[src/hdl/clt_pkg.sv]
// Types and constants shared by the command line tokenizer modules.
// No dependencies.
package clt_pkg;

	localparam int POS_W = 13;
	localparam int IDX_W = 12;

	// Bytes past this position are dropped; the token count saturates here.
	localparam logic [POS_W-1:0] LINE_LIM  = POS_W'(4096);
	localparam logic [IDX_W-1:0] TOKEN_LIM = IDX_W'(2048);

	localparam logic [7:0] CH_BSLASH = 8'h5C;
	localparam logic [7:0] CH_DQUOTE = 8'h22;
	localparam logic [7:0] CH_SQUOTE = 8'h27;
	localparam logic [7:0] CH_DASH   = 8'h2D;

	localparam logic [1:0] TOK_WORD = 2'd0;
	localparam logic [1:0] TOK_FLAG = 2'd1;
	localparam logic [1:0] TOK_LIT  = 2'd2;

	localparam logic REC_TOKEN  = 1'b0;
	localparam logic REC_ACTIVE = 1'b1;

	typedef enum logic [3:0] {
		ST_GAP  = 4'b0001,
		ST_WORD = 4'b0010,
		ST_DQ   = 4'b0100,
		ST_SQ   = 4'b1000
	} scan_state_t;

	typedef struct packed {
		logic             has_byte;
		logic [7:0]       ch;
		logic [POS_W-1:0] cursor;
		logic             end_of_line;
	} item_t;

	typedef struct packed {
		logic             record_kind;
		logic [1:0]       tok_type;
		logic             closed;
		logic [POS_W-1:0] span_start;
		logic [POS_W-1:0] span_len;
		logic [POS_W-1:0] prefix_start;
		logic [POS_W-1:0] prefix_len;
		logic [IDX_W-1:0] token_index;
		logic             is_new_token;
		logic             inside_quotes;
		logic             last;
	} record_t;

	// One queue entry: a finished token and/or the end-of-line match summary.
	typedef struct packed {
		logic             tok_v;
		logic [1:0]       tok_type;
		logic             tok_closed;
		logic [POS_W-1:0] tok_start;
		logic [POS_W-1:0] tok_len;
		logic [IDX_W-1:0] tok_idx;
		logic             act_v;
		logic             m_found;
		logic [IDX_W-1:0] m_idx;
		logic [POS_W-1:0] m_start;
		logic [POS_W-1:0] m_end;
		logic             m_lit;
		logic [POS_W-1:0] cur;
		logic             inq;
		logic [IDX_W-1:0] count;
	} entry_t;

	function automatic logic is_space(input logic [7:0] c);
		return (c == 8'h20) || (c >= 8'h09 && c <= 8'h0D);
	endfunction

endpackage

[src/hdl/clt_front.sv]
// Front end: accepts line bytes, runs the quote/escape scanner and tracks the
// token under the cursor. Produces queue entries. Depends on clt_pkg.
module clt_front (
	input  logic           clk,
	input  logic           arst_n,
	input  logic           item_valid,
	input  logic           item_stall,
	input  clt_pkg::item_t item,
	output logic           push,
	output clt_pkg::entry_t entry
);
	import clt_pkg::*;

	scan_state_t      st_q, st_n;
	logic             esc_q, esc_n;
	logic [POS_W-1:0] pos_q, pos_n;
	logic [POS_W-1:0] ts_q, ts_n;
	logic             fl_q, fl_n;
	logic [IDX_W-1:0] cnt_q, cnt_n;
	logic             mf_q, mf_n;
	logic [IDX_W-1:0] mi_q, mi_n;
	logic [POS_W-1:0] ms_q, ms_n;
	logic [POS_W-1:0] me_q, me_n;
	logic             ml_q, ml_n;

	logic             take, emit, e_closed, hit, inq, accept;
	logic [1:0]       e_type;
	logic [POS_W-1:0] e_end, cur_c;

	assign accept = item_valid && !item_stall;

	always_comb begin
		take  = item.has_byte && (pos_q < LINE_LIM);
		pos_n = pos_q + POS_W'(take);
		cur_c = (item.end_of_line && item.cursor > pos_n) ? pos_n : item.cursor;

		st_n     = st_q;
		esc_n    = esc_q;
		ts_n     = ts_q;
		fl_n     = fl_q;
		emit     = 1'b0;
		e_type   = TOK_WORD;
		e_closed = 1'b1;
		e_end    = pos_q;

		if (take) begin
			if (esc_q) begin
				esc_n = 1'b0;
			end else if (item.ch == CH_BSLASH && st_q != ST_SQ) begin
				esc_n = 1'b1;
			end else begin
				unique case (st_q)
					ST_GAP: begin
						if (!is_space(item.ch)) begin
							ts_n = pos_q;
							fl_n = 1'b0;
							if (item.ch == CH_DQUOTE) begin
								st_n = ST_DQ;
							end else if (item.ch == CH_SQUOTE) begin
								st_n = ST_SQ;
							end else begin
								st_n = ST_WORD;
								fl_n = (item.ch == CH_DASH);
							end
						end
					end
					ST_WORD: begin
						if (is_space(item.ch)) begin
							emit   = 1'b1;
							e_type = fl_q ? TOK_FLAG : TOK_WORD;
							e_end  = pos_q;
							st_n   = ST_GAP;
						end
					end
					ST_DQ: begin
						if (item.ch == CH_DQUOTE) begin
							emit   = 1'b1;
							e_type = TOK_LIT;
							e_end  = pos_n;
							st_n   = ST_GAP;
						end
					end
					ST_SQ: begin
						if (item.ch == CH_SQUOTE) begin
							emit   = 1'b1;
							e_type = TOK_LIT;
							e_end  = pos_n;
							st_n   = ST_GAP;
						end
					end
					default: st_n = ST_GAP;
				endcase
			end
		end

		inq = (st_n == ST_DQ) || (st_n == ST_SQ);

		// flush of a token left open at line end
		if (item.end_of_line && !emit) begin
			if (st_n == ST_WORD) begin
				emit   = 1'b1;
				e_type = fl_n ? TOK_FLAG : TOK_WORD;
				e_end  = pos_n;
			end else if (inq) begin
				emit     = 1'b1;
				e_type   = TOK_LIT;
				e_closed = 1'b0;
				e_end    = pos_n;
			end
		end

		hit  = emit && !mf_q && (cur_c >= ts_n) && (cur_c <= e_end);
		mf_n = mf_q || hit;
		mi_n = hit ? cnt_q : mi_q;
		ms_n = hit ? ts_n : ms_q;
		me_n = hit ? e_end : me_q;
		ml_n = hit ? (e_type == TOK_LIT) : ml_q;
		cnt_n = (emit && cnt_q < TOKEN_LIM) ? cnt_q + IDX_W'(1) : cnt_q;

		entry.tok_v      = emit;
		entry.tok_type   = e_type;
		entry.tok_closed = e_closed;
		entry.tok_start  = ts_n;
		entry.tok_len    = e_end - ts_n;
		entry.tok_idx    = cnt_q;
		entry.act_v      = item.end_of_line;
		entry.m_found    = mf_n;
		entry.m_idx      = mi_n;
		entry.m_start    = ms_n;
		entry.m_end      = me_n;
		entry.m_lit      = ml_n;
		entry.cur        = cur_c;
		entry.inq        = item.end_of_line && inq;
		entry.count      = cnt_n;
	end

	assign push = accept && (emit || item.end_of_line);

	always_ff @(posedge clk or negedge arst_n) begin
		if (!arst_n) begin
			st_q  <= ST_GAP;
			esc_q <= 1'b0;
			pos_q <= '0;
			ts_q  <= '0;
			fl_q  <= 1'b0;
			cnt_q <= '0;
			mf_q  <= 1'b0;
			mi_q  <= '0;
			ms_q  <= '0;
			me_q  <= '0;
			ml_q  <= 1'b0;
		end else if (accept) begin
			if (item.end_of_line) begin
				st_q  <= ST_GAP;
				esc_q <= 1'b0;
				pos_q <= '0;
				ts_q  <= '0;
				fl_q  <= 1'b0;
				cnt_q <= '0;
				mf_q  <= 1'b0;
				mi_q  <= '0;
				ms_q  <= '0;
				me_q  <= '0;
				ml_q  <= 1'b0;
			end else begin
				st_q  <= st_n;
				esc_q <= esc_n;
				pos_q <= pos_n;
				ts_q  <= ts_n;
				fl_q  <= fl_n;
				cnt_q <= cnt_n;
				mf_q  <= mf_n;
				mi_q  <= mi_n;
				ms_q  <= ms_n;
				me_q  <= me_n;
				ml_q  <= ml_n;
			end
		end
	end

endmodule

[src/hdl/clt_queue.sv]
// Short register queue of entries between the front and back ends.
// Depends on clt_pkg.
module clt_queue #(
	parameter int DEPTH = 4
) (
	input  logic            clk,
	input  logic            arst_n,
	input  logic            push,
	input  clt_pkg::entry_t wdata,
	output logic            full,
	input  logic            pop,
	output logic            empty,
	output clt_pkg::entry_t rdata
);
	import clt_pkg::*;

	localparam int PTR_W = $clog2(DEPTH);
	localparam int CNT_W = $clog2(DEPTH + 1);

	entry_t           mem_q [DEPTH];
	logic [PTR_W-1:0] wr_q, rd_q;
	logic [CNT_W-1:0] cnt_q;

	assign full  = (cnt_q == CNT_W'(DEPTH));
	assign empty = (cnt_q == '0);
	assign rdata = mem_q[rd_q];

	always_ff @(posedge clk) begin
		if (push) begin
			mem_q[wr_q] <= wdata;
		end
	end

	always_ff @(posedge clk or negedge arst_n) begin
		if (!arst_n) begin
			wr_q  <= '0;
			rd_q  <= '0;
			cnt_q <= '0;
		end else begin
			if (push) begin
				wr_q <= (wr_q == PTR_W'(DEPTH - 1)) ? '0 : wr_q + PTR_W'(1);
			end
			if (pop) begin
				rd_q <= (rd_q == PTR_W'(DEPTH - 1)) ? '0 : rd_q + PTR_W'(1);
			end
			cnt_q <= cnt_q + CNT_W'(push) - CNT_W'(pop);
		end
	end

endmodule

[src/hdl/clt_back.sv]
// Back end: turns queue entries into token and active records and holds
// them in the output register. Depends on clt_pkg.
module clt_back (
	input  logic            clk,
	input  logic            arst_n,
	input  logic            empty,
	input  clt_pkg::entry_t head,
	output logic            pop,
	output logic            rec_valid,
	input  logic            rec_stall,
	output clt_pkg::record_t rec
);
	import clt_pkg::*;

	logic             tok_sent_q;
	logic             valid_q;
	record_t          rec_q;
	record_t          tok_rec, act_rec;
	logic             load, send_tok;
	logic [POS_W-1:0] top, pl_raw;

	assign load     = !empty && (!valid_q || !rec_stall);
	// token record goes first; the entry is popped with its last record
	assign send_tok = head.tok_v && !tok_sent_q;
	assign pop      = load && !(send_tok && head.act_v);

	always_comb begin
		tok_rec = '0;
		tok_rec.record_kind = REC_TOKEN;
		tok_rec.tok_type    = head.tok_type;
		tok_rec.closed      = head.tok_closed;
		tok_rec.span_start  = head.tok_start;
		tok_rec.span_len    = head.tok_len;
		tok_rec.token_index = head.tok_idx;

		top    = (head.cur < head.m_end) ? head.cur : head.m_end;
		pl_raw = (top > head.m_start) ? top - head.m_start : '0;

		act_rec = '0;
		act_rec.record_kind   = REC_ACTIVE;
		act_rec.inside_quotes = head.inq;
		act_rec.last          = 1'b1;
		if (head.m_found) begin
			act_rec.span_start  = head.m_start;
			act_rec.span_len    = head.m_end - head.m_start;
			act_rec.token_index = head.m_idx;
			// prefix of a literal skips its opening quote
			if (pl_raw != '0 && head.m_lit) begin
				act_rec.prefix_start = head.m_start + POS_W'(1);
				act_rec.prefix_len   = pl_raw - POS_W'(1);
			end else begin
				act_rec.prefix_start = head.m_start;
				act_rec.prefix_len   = pl_raw;
			end
			if (act_rec.prefix_len == '0) begin
				act_rec.prefix_start = '0;
			end
		end else begin
			act_rec.span_start   = head.cur;
			act_rec.token_index  = head.count;
			act_rec.is_new_token = 1'b1;
		end
	end

	always_ff @(posedge clk or negedge arst_n) begin
		if (!arst_n) begin
			valid_q    <= 1'b0;
			tok_sent_q <= 1'b0;
		end else if (load) begin
			valid_q    <= 1'b1;
			tok_sent_q <= send_tok && head.act_v;
		end else if (!rec_stall) begin
			valid_q <= 1'b0;
		end
	end

	always_ff @(posedge clk) begin
		if (load) begin
			rec_q <= send_tok ? tok_rec : act_rec;
		end
	end

	assign rec_valid = valid_q;
	assign rec       = rec_q;

endmodule

[src/hdl/command_line_tokenizer.sv]
// Top level of the command line tokenizer: front scanner, entry queue, back end.
// Depends on clt_pkg, clt_front, clt_queue, clt_back.
//
// Input channel (item_valid / item_stall / item): one line byte per beat, with
// the cursor and an end-of-line mark; has_byte 0 with end_of_line ends an
// empty line. Output channel (rec_valid / rec_stall / rec): token records as
// tokens finish, then one active-token record with last set per line.
// The front end takes one beat per cycle while item_stall is low; a beat that
// finishes a token or ends the line writes one entry into a QUEUE_DEPTH deep
// queue. The back end sends one record per cycle from the queue head while
// rec_stall is low, so a line end that also finishes a token yields two records
// from one entry. Each record passes through a queue entry and then the output
// register. The front end takes new beats while the queue has room; item_stall
// rises only while the queue is full.
// Reset clears scanner state, queue and output valid; the block is ready right
// after reset. A stall on rec_stall holds the output record;
// the queue then fills and back-pressures the input.
module command_line_tokenizer #(
	parameter int QUEUE_DEPTH = 4
) (
	input  logic              clk,
	input  logic              arst_n,
	input  logic              item_valid,
	output logic              item_stall,
	input  clt_pkg::item_t    item,
	output logic              rec_valid,
	input  logic              rec_stall,
	output clt_pkg::record_t  rec
);
	import clt_pkg::*;

	entry_t push_entry, head;
	logic   push, pop, full, empty;

	assign item_stall = full;

	clt_front u_front (
		.clk        (clk),
		.arst_n     (arst_n),
		.item_valid (item_valid),
		.item_stall (item_stall),
		.item       (item),
		.push       (push),
		.entry      (push_entry)
	);

	clt_queue #(
		.DEPTH (QUEUE_DEPTH)
	) u_queue (
		.clk    (clk),
		.arst_n (arst_n),
		.push   (push),
		.wdata  (push_entry),
		.full   (full),
		.pop    (pop),
		.empty  (empty),
		.rdata  (head)
	);

	clt_back u_back (
		.clk       (clk),
		.arst_n    (arst_n),
		.empty     (empty),
		.head      (head),
		.pop       (pop),
		.rec_valid (rec_valid),
		.rec_stall (rec_stall),
		.rec       (rec)
	);

endmodule

[config.mk]
export PLATFORM = sky130hd
export DESIGN_NAME = command_line_tokenizer
export DESIGN_NICKNAME = d
export VERILOG_FILES = /design/src/hdl/clt_pkg.sv /design/src/hdl/clt_front.sv /design/src/hdl/clt_queue.sv /design/src/hdl/clt_back.sv /design/src/hdl/command_line_tokenizer.sv
export SDC_FILE = /design/constraint.sdc
export NUM_CORES = 1
export LEC_CHECK = 0
export ABC_AREA = 1
export BUFFER_PORTS_ARGS = -buffer_cell sky130_fd_sc_hd__buf_2
export CELL_PAD_IN_SITES_DETAIL_PLACEMENT = 1
export CELL_PAD_IN_SITES_GLOBAL_PLACEMENT = 2
export CORE_ASPECT_RATIO = 0.8
export CORE_UTILIZATION = 40
export CTS_CLUSTER_DIAMETER = 30
export DETAILED_ROUTE_END_ITERATION = 16
export GPL_ROUTABILITY_DRIVEN = 0
export PLACE_DENSITY = 0.82
export SLEW_MARGIN = 20
export SYNTH_ARGS = -nofsm -noshare
export SYNTH_HDL_FRONTEND = slang
export SYNTH_HIERARCHICAL = 1
export SYNTH_SLANG_ARGS = --single-unit
[constraint.sdc]
create_clock -name clk -period 6.79 [get_ports clk]
set_clock_uncertainty 0.2 [all_clocks]
set_input_delay 2.037 -clock clk [delete_from_list [all_inputs] [get_ports clk]]
set_output_delay 2.037 -clock clk [all_outputs]
set_load 0.01 [all_outputs]
# Word level (Yosys, flattened, before mapping)
# Memories as Yosys holds them, arrays and structs flattened.
# Index checks and enable logic that the tools add are counted.
dict set report op_classes {
  bitwise 1
  n_shift 0
  add_sub_neg 11
  n_div 0
  n_reduce_logical 37
  order_cmp 9
  multipliers 0
  n_eq_ne 18
  mux 92
}
# op n
set op_table {}
lappend op_table {{$mux 13} 24}
lappend op_table {{$mux 71} 1}
lappend op_table {{$mux 12} 5}
lappend op_table {{$mux 26} 2}
lappend op_table {{$mux 4} 10}
lappend op_table {{$mux 39} 1}
lappend op_table {{$sub 13x13->13} 3}
lappend op_table {{$mux 1} 34}
lappend op_table {{$eq 8x6->1 const B} 4}
lappend op_table {{$gt 13x13->1} 2}
lappend op_table {{$pmux 13 s2} 1}
lappend op_table {{$mux 2} 11}
lappend op_table {{$logic_and 1x1->1} 17}
lappend op_table {{$pmux 4 s4} 1}
lappend op_table {{$add 13x1->13} 1}
lappend op_table {{$add 13x1->13 const B} 1}
lappend op_table {{$ge 13x13->1} 1}
lappend op_table {{$le 13x13->1} 1}
lappend op_table {{$logic_not 13->1} 1}
lappend op_table {{$lt 13x13->1} 1}
lappend op_table {{$lt 13x13->1 const B} 1}
lappend op_table {{$reduce_bool 13->1} 1}
lappend op_table {{$sub 13x1->13 const B} 1}
lappend op_table {{$add 12x1->12 const B} 1}
lappend op_table {{25 further kinds} 42}
dict set report word_totals {
  latch_bits 0
  regBits 164
  output_inout_bits 73
  ramBits 436
  elab_cells 196
  romBits 0
  in_bits 27
  n_memories 1
}
# memory depth width rd rd_ports_with_merged_regs wr line_no
set memory_table {}
lappend memory_table {u_queue.mem_q 4 109 1 0 1 clt_queue.sv:20} ;# entry_t mem_q [DEPTH];

# Longest topological paths before layout
dict set report depth {
  depth_word 18
  depth_mapped 44
  ltp_nobuf 40
}

# Modules after synthesis
# The synthesis kept the hierarchy.
# mod area_per_inst_um2 cells_per_inst instances
set modules_own_cells {}
lappend modules_own_cells {clt_queue 18642.9 1758 1}
lappend modules_own_cells {clt_front 7105.6 1037 1}
lappend modules_own_cells {clt_back 5785.5 782 1}

# Least setup slack after synthesis
# Ideal clock, no wire load.
dict set report synth_timing {
  path_kind {input -> register}
  start {input rec_stall}
  end {register u_queue.cnt_q[2]}
  arrival_ps 7178
  path_stages 9
  n_path_buf 0
  setup_slack_ps -653
  cell_sequence {a21oi_1 inv_1 a21oi_1 ha_1 inv_1 ha_1 fa_1 nand3b_1 nand2_1}
}
dict set report synth_between {
  elab_chain_len 5
}
# element line_no
set synth_rtl {}
lappend synth_rtl {{start, declared} command_line_tokenizer.sv:27} ;# input logic rec_stall,
lappend synth_rtl {{$logic_not 1->1} clt_back.sv:22} ;# assign load = !empty && (!valid_q || !rec_stall);
lappend synth_rtl {{$logic_or 1x1->1} clt_back.sv:22}
lappend synth_rtl {{$logic_and 1x1->1} clt_back.sv:22}
lappend synth_rtl {{$logic_and 1x1->1} clt_back.sv:25} ;# assign pop = load && !(send_tok && head.act_v);
lappend synth_rtl {{via pop} command_line_tokenizer.sv:33} ;# logic push, pop, full, empty;
lappend synth_rtl {{$sub 3x1->3} clt_queue.sv:46} ;# cnt_q <= cnt_q + CNT_W'(push) - CNT_W'(pop);
lappend synth_rtl {{end signal, assigned} clt_queue.sv:46}
lappend synth_rtl {{end, declared} clt_queue.sv:22} ;# logic [CNT_W-1:0] cnt_q;
# The timed path passes the listed nets, and every way through them passes these cells.
# A chain may end at the register's enable or synchronous reset.

==> results by group <==
Status
  – Status: completed

Global route
  – Vias in the first global route: around 26000
  – Total grt overflow: 0
  – First-pass GRT wire length: approximately 150 mm
  – Initial antenna violation count: 1
  – GRT Util Overall: 0.253
  – Largest net degree at the start of global routing: a little under 80

Worst setup path
  – Element type at the critical path start: input port
  – R2R depth: 38
  – Worst-path maximum fanout: 6
  – Req. time, crit path: 7.05 ns
  – R2R Path End: u_back/rec[28]
  – CP max-delay cell: a2111oi_4
  – Worst R2R Setup Slack: about 0.45 ns
  – CP top delay family: simple AND/OR/NAND/NOR gates
  – Reg2reg start: u_queue/rd_q[1]
  – Critical path buffer and inverter count: 7
  – WP data arrival: 7.01 ns
  – Critical path capture point type: flip-flop
  – Setup CP Type: in2reg
  – Critical Path Max Stage Delay: 0.35 ns

Yosys
  – Netlist cell types: 60
  – Mapped Cells: between 3000 and 4000
  – Primary FF master, synth: edfxtp_1
  – Register area share after synthesis: 0.556
  – Leading post-synthesis cells by cell area: edfxtp_1 48%, nand2_1 13%, inv_1 8.7%, dfrtp_1 7.3%, nand3_1 5.8%
  – Most common cell in the netlist: nand2_1
  – Post-synth ARST share: 0.155
  – Area leader, netlist: edfxtp_1
  – EDFF count, synth: 506
  – Syn Nets: between 3000 and 4000
  – Post-synth top cells: 1063 x nand2_1, 728 x inv_1, 506 x edfxtp_1
  – Top-area cell type share of the netlist area: 0.482
  – #FFs+latches synth: around 600
  – Synth Area per Inst: roughly 8.8 um2
  – Syn. warnings: 6
  – Synth Cell Area: 31500 um2

Die
  – Core area: about 78000 um2
  – Initial core utilization: 0.407
  – Vert. Die Dim: approximately 250 um
  – Rows: 91
  – Die width: about 320 um
  – Die footprint: 80000 um2
  – # IOs: 100

Worst hold path
  – Hold path start: u_front/me_q[7]
  – Hold worst-path end: u_front/me_q[7]
  – Hold Path Class: reg2reg
  – Hold depth: 2

STA
  – RSZ-0062 raised after global routing: true
  – Fmax: about 150 MHz
  – Final critical-path share of the clock period: 0.995
  – Worst slew margin: 0.351
  – Tmin final: approximately 6.8 ns
  – Final Slew Violations: 0
  – Hold Slack: ~0.28 ns
  – Final setup viols: 0
  – Final hold violations: 0
  – Setup TNS: 0 ns
  – Worst Max-Slew Pin Slew: approximately 1 ns

Route
  – Initial DRC count: approximately 1700
  – DRC: 0
  – Routed len/inst: ~20 um
  – Drt total wl: approximately 100 mm
  – Vias/cell: about 5.0
  – Total number of vias: between 20000 and 30000
  – Routed Antenna Nets: 0
  – DRT Pass-1 Iters: 5

Finish
  – Layout area overhead: 26.4%
  – Storage element area: between 15000 and 20000 um2
  – Share of cells above drive strength 1: 0.180
  – Fin util: 0.514
  – Fillers: roughly 8900
  – Fin nets: between 4000 and 5000
  – Fin cells: just over 5000
  – Area of the multi-input gates: ~11000 um2

Placed design
  – # placed instances: about 4800
  – Port Buffer Count: between 90 and 100
  – Dpl hpwl: approximately 66 mm

Clock tree
  – Clock transition at path regs: roughly 0.05 ns
  – Clk_lat worst skew: between 0.7 and 0.8 ns
  – H-tree Lvls: 4
  – CTS buffer count: around 130
  – CTS tree: built
  – Clk buf depth: 3
  – Clock Tree Root: clkbuf_16
  – CTS Sinks: 599

Run
  – MaxCap Viol Count: 0
worst max path at each step:
stage | startpoint | endpoint | slack [ns] | cells after the start
after floorplan | item[22] | u_queue/mem_q[0][26] | -0.16 | 33
final | item[22] | u_queue/mem_q[1][26] | 0.04 | 37
after global routing | item[22] | u_queue/mem_q[1][49] | -0.18 | 37
after global placement | item[22] | u_queue/mem_q[0][61] | -0.79 | 36
after CTS | item[22] | u_queue/mem_q[2][26] | 0.03 | 36
after detailed placement | item[22] | u_queue/mem_q[0][56] | -1.00 | 36
flip-flops by register name, summed over array words and instances (netlist names), 2 cells and up:
register       count
u_front/cnt_q     12
u_front/pos_q     13
u_front/me_q      13
u_queue/rd_q       2
u_queue/mem_q    436
u_queue/wr_q       2
u_front/ms_q      13
u_front/mi_q      12
u_front/ts_q      13
u_front/st_q       4
u_queue/cnt_q      3
u_back/rec        70
what timing repair did:
action | 4_1_cts | 5_1_grt
cloned | 1 | 3
hold buffers | 0 | 0
pin swaps | 4 | 22
setup endpoints to repair | 198 | 213
resized for setup | 5 | 71
setup buffers | 2 | 6
cell type report:
cell class              count  share of cell area
clock inverters            92              0.0316
well taps                1023              0.0321
repair buffers            337              0.0652
multi-input cells        2105               0.274
clock buffers             152              0.0860
inverters                 743              0.0710
diodes                      1           0.0000628
flip-flops and latches    599               0.440
layout by cell type, fill, tap and decap left out, drive strengths merged, types with 3 or more instances in the layout:
master and instances:
a211oi 3, a21o 4, a21oi 62, a22o 3
a31oi 7, and2 41, buf 334, bufinv 22
clkbuf 155, clkinv 48, clkinvlp 9, dfrtp 92
edfxtp 506, fa 3, ha 99, inv 756
nand2 1078, nand3 383, nand3b 5, nand4 27
nor2 135, nor3 19, nor4 7, o211ai 4
o21a 3, o21ai 110, o21bai 8, o221ai 13
o22ai 26, o31ai 3, or2 4, xnor2 8
xor2 39
worst reg2reg max path: cells and delay by family, from the launching register on:
kind,cells,cell delay (ns)
AND/OR/NAND/NOR,23,2.20
flip-flops,1,0.58
buffers and inverters,5,0.85
AO/OA/AOI/OAI,7,1.20
adder cells (fa/ha/maj),3,1.09
routing by layer:
layer | part of all wire | GRT usage | vias up | wire [um]
li1 | - | - | 12150 | -
met1 | 0.47 | 0.351 | 12214 | 46400
met2 | 0.46 | 0.399 | 569 | 45800
met3 | 0.053 | 0.0464 | 145 | 5300
met4 | 0.022 | 0.0845 | 2 | 2220
met5 | 0.00020 | 0 | - | 20
cells by family after synthesis:
family / share of synthesized area
xor+xnor: 0.0131
flops: 0.556
fa+ha+maj: 0.0412
simple gates: 0.233
compound gates: 0.0477
buf+inv: 0.109
through the flow:
step / setup slack [ns] / instance area, um2
3_3_place_gp: -0.787 / 34700
4_1_cts: 0.0334 / 39500
2_1_floorplan: -0.159 / 31700
3_5_place_dp: -1.00 / 34700
5_1_grt: -0.176 / 39800
6_report: 0.0356 / 39900
Power is not shown: default switching activity piles up to over one toggle a cycle in this logic, so the estimate is an artifact.
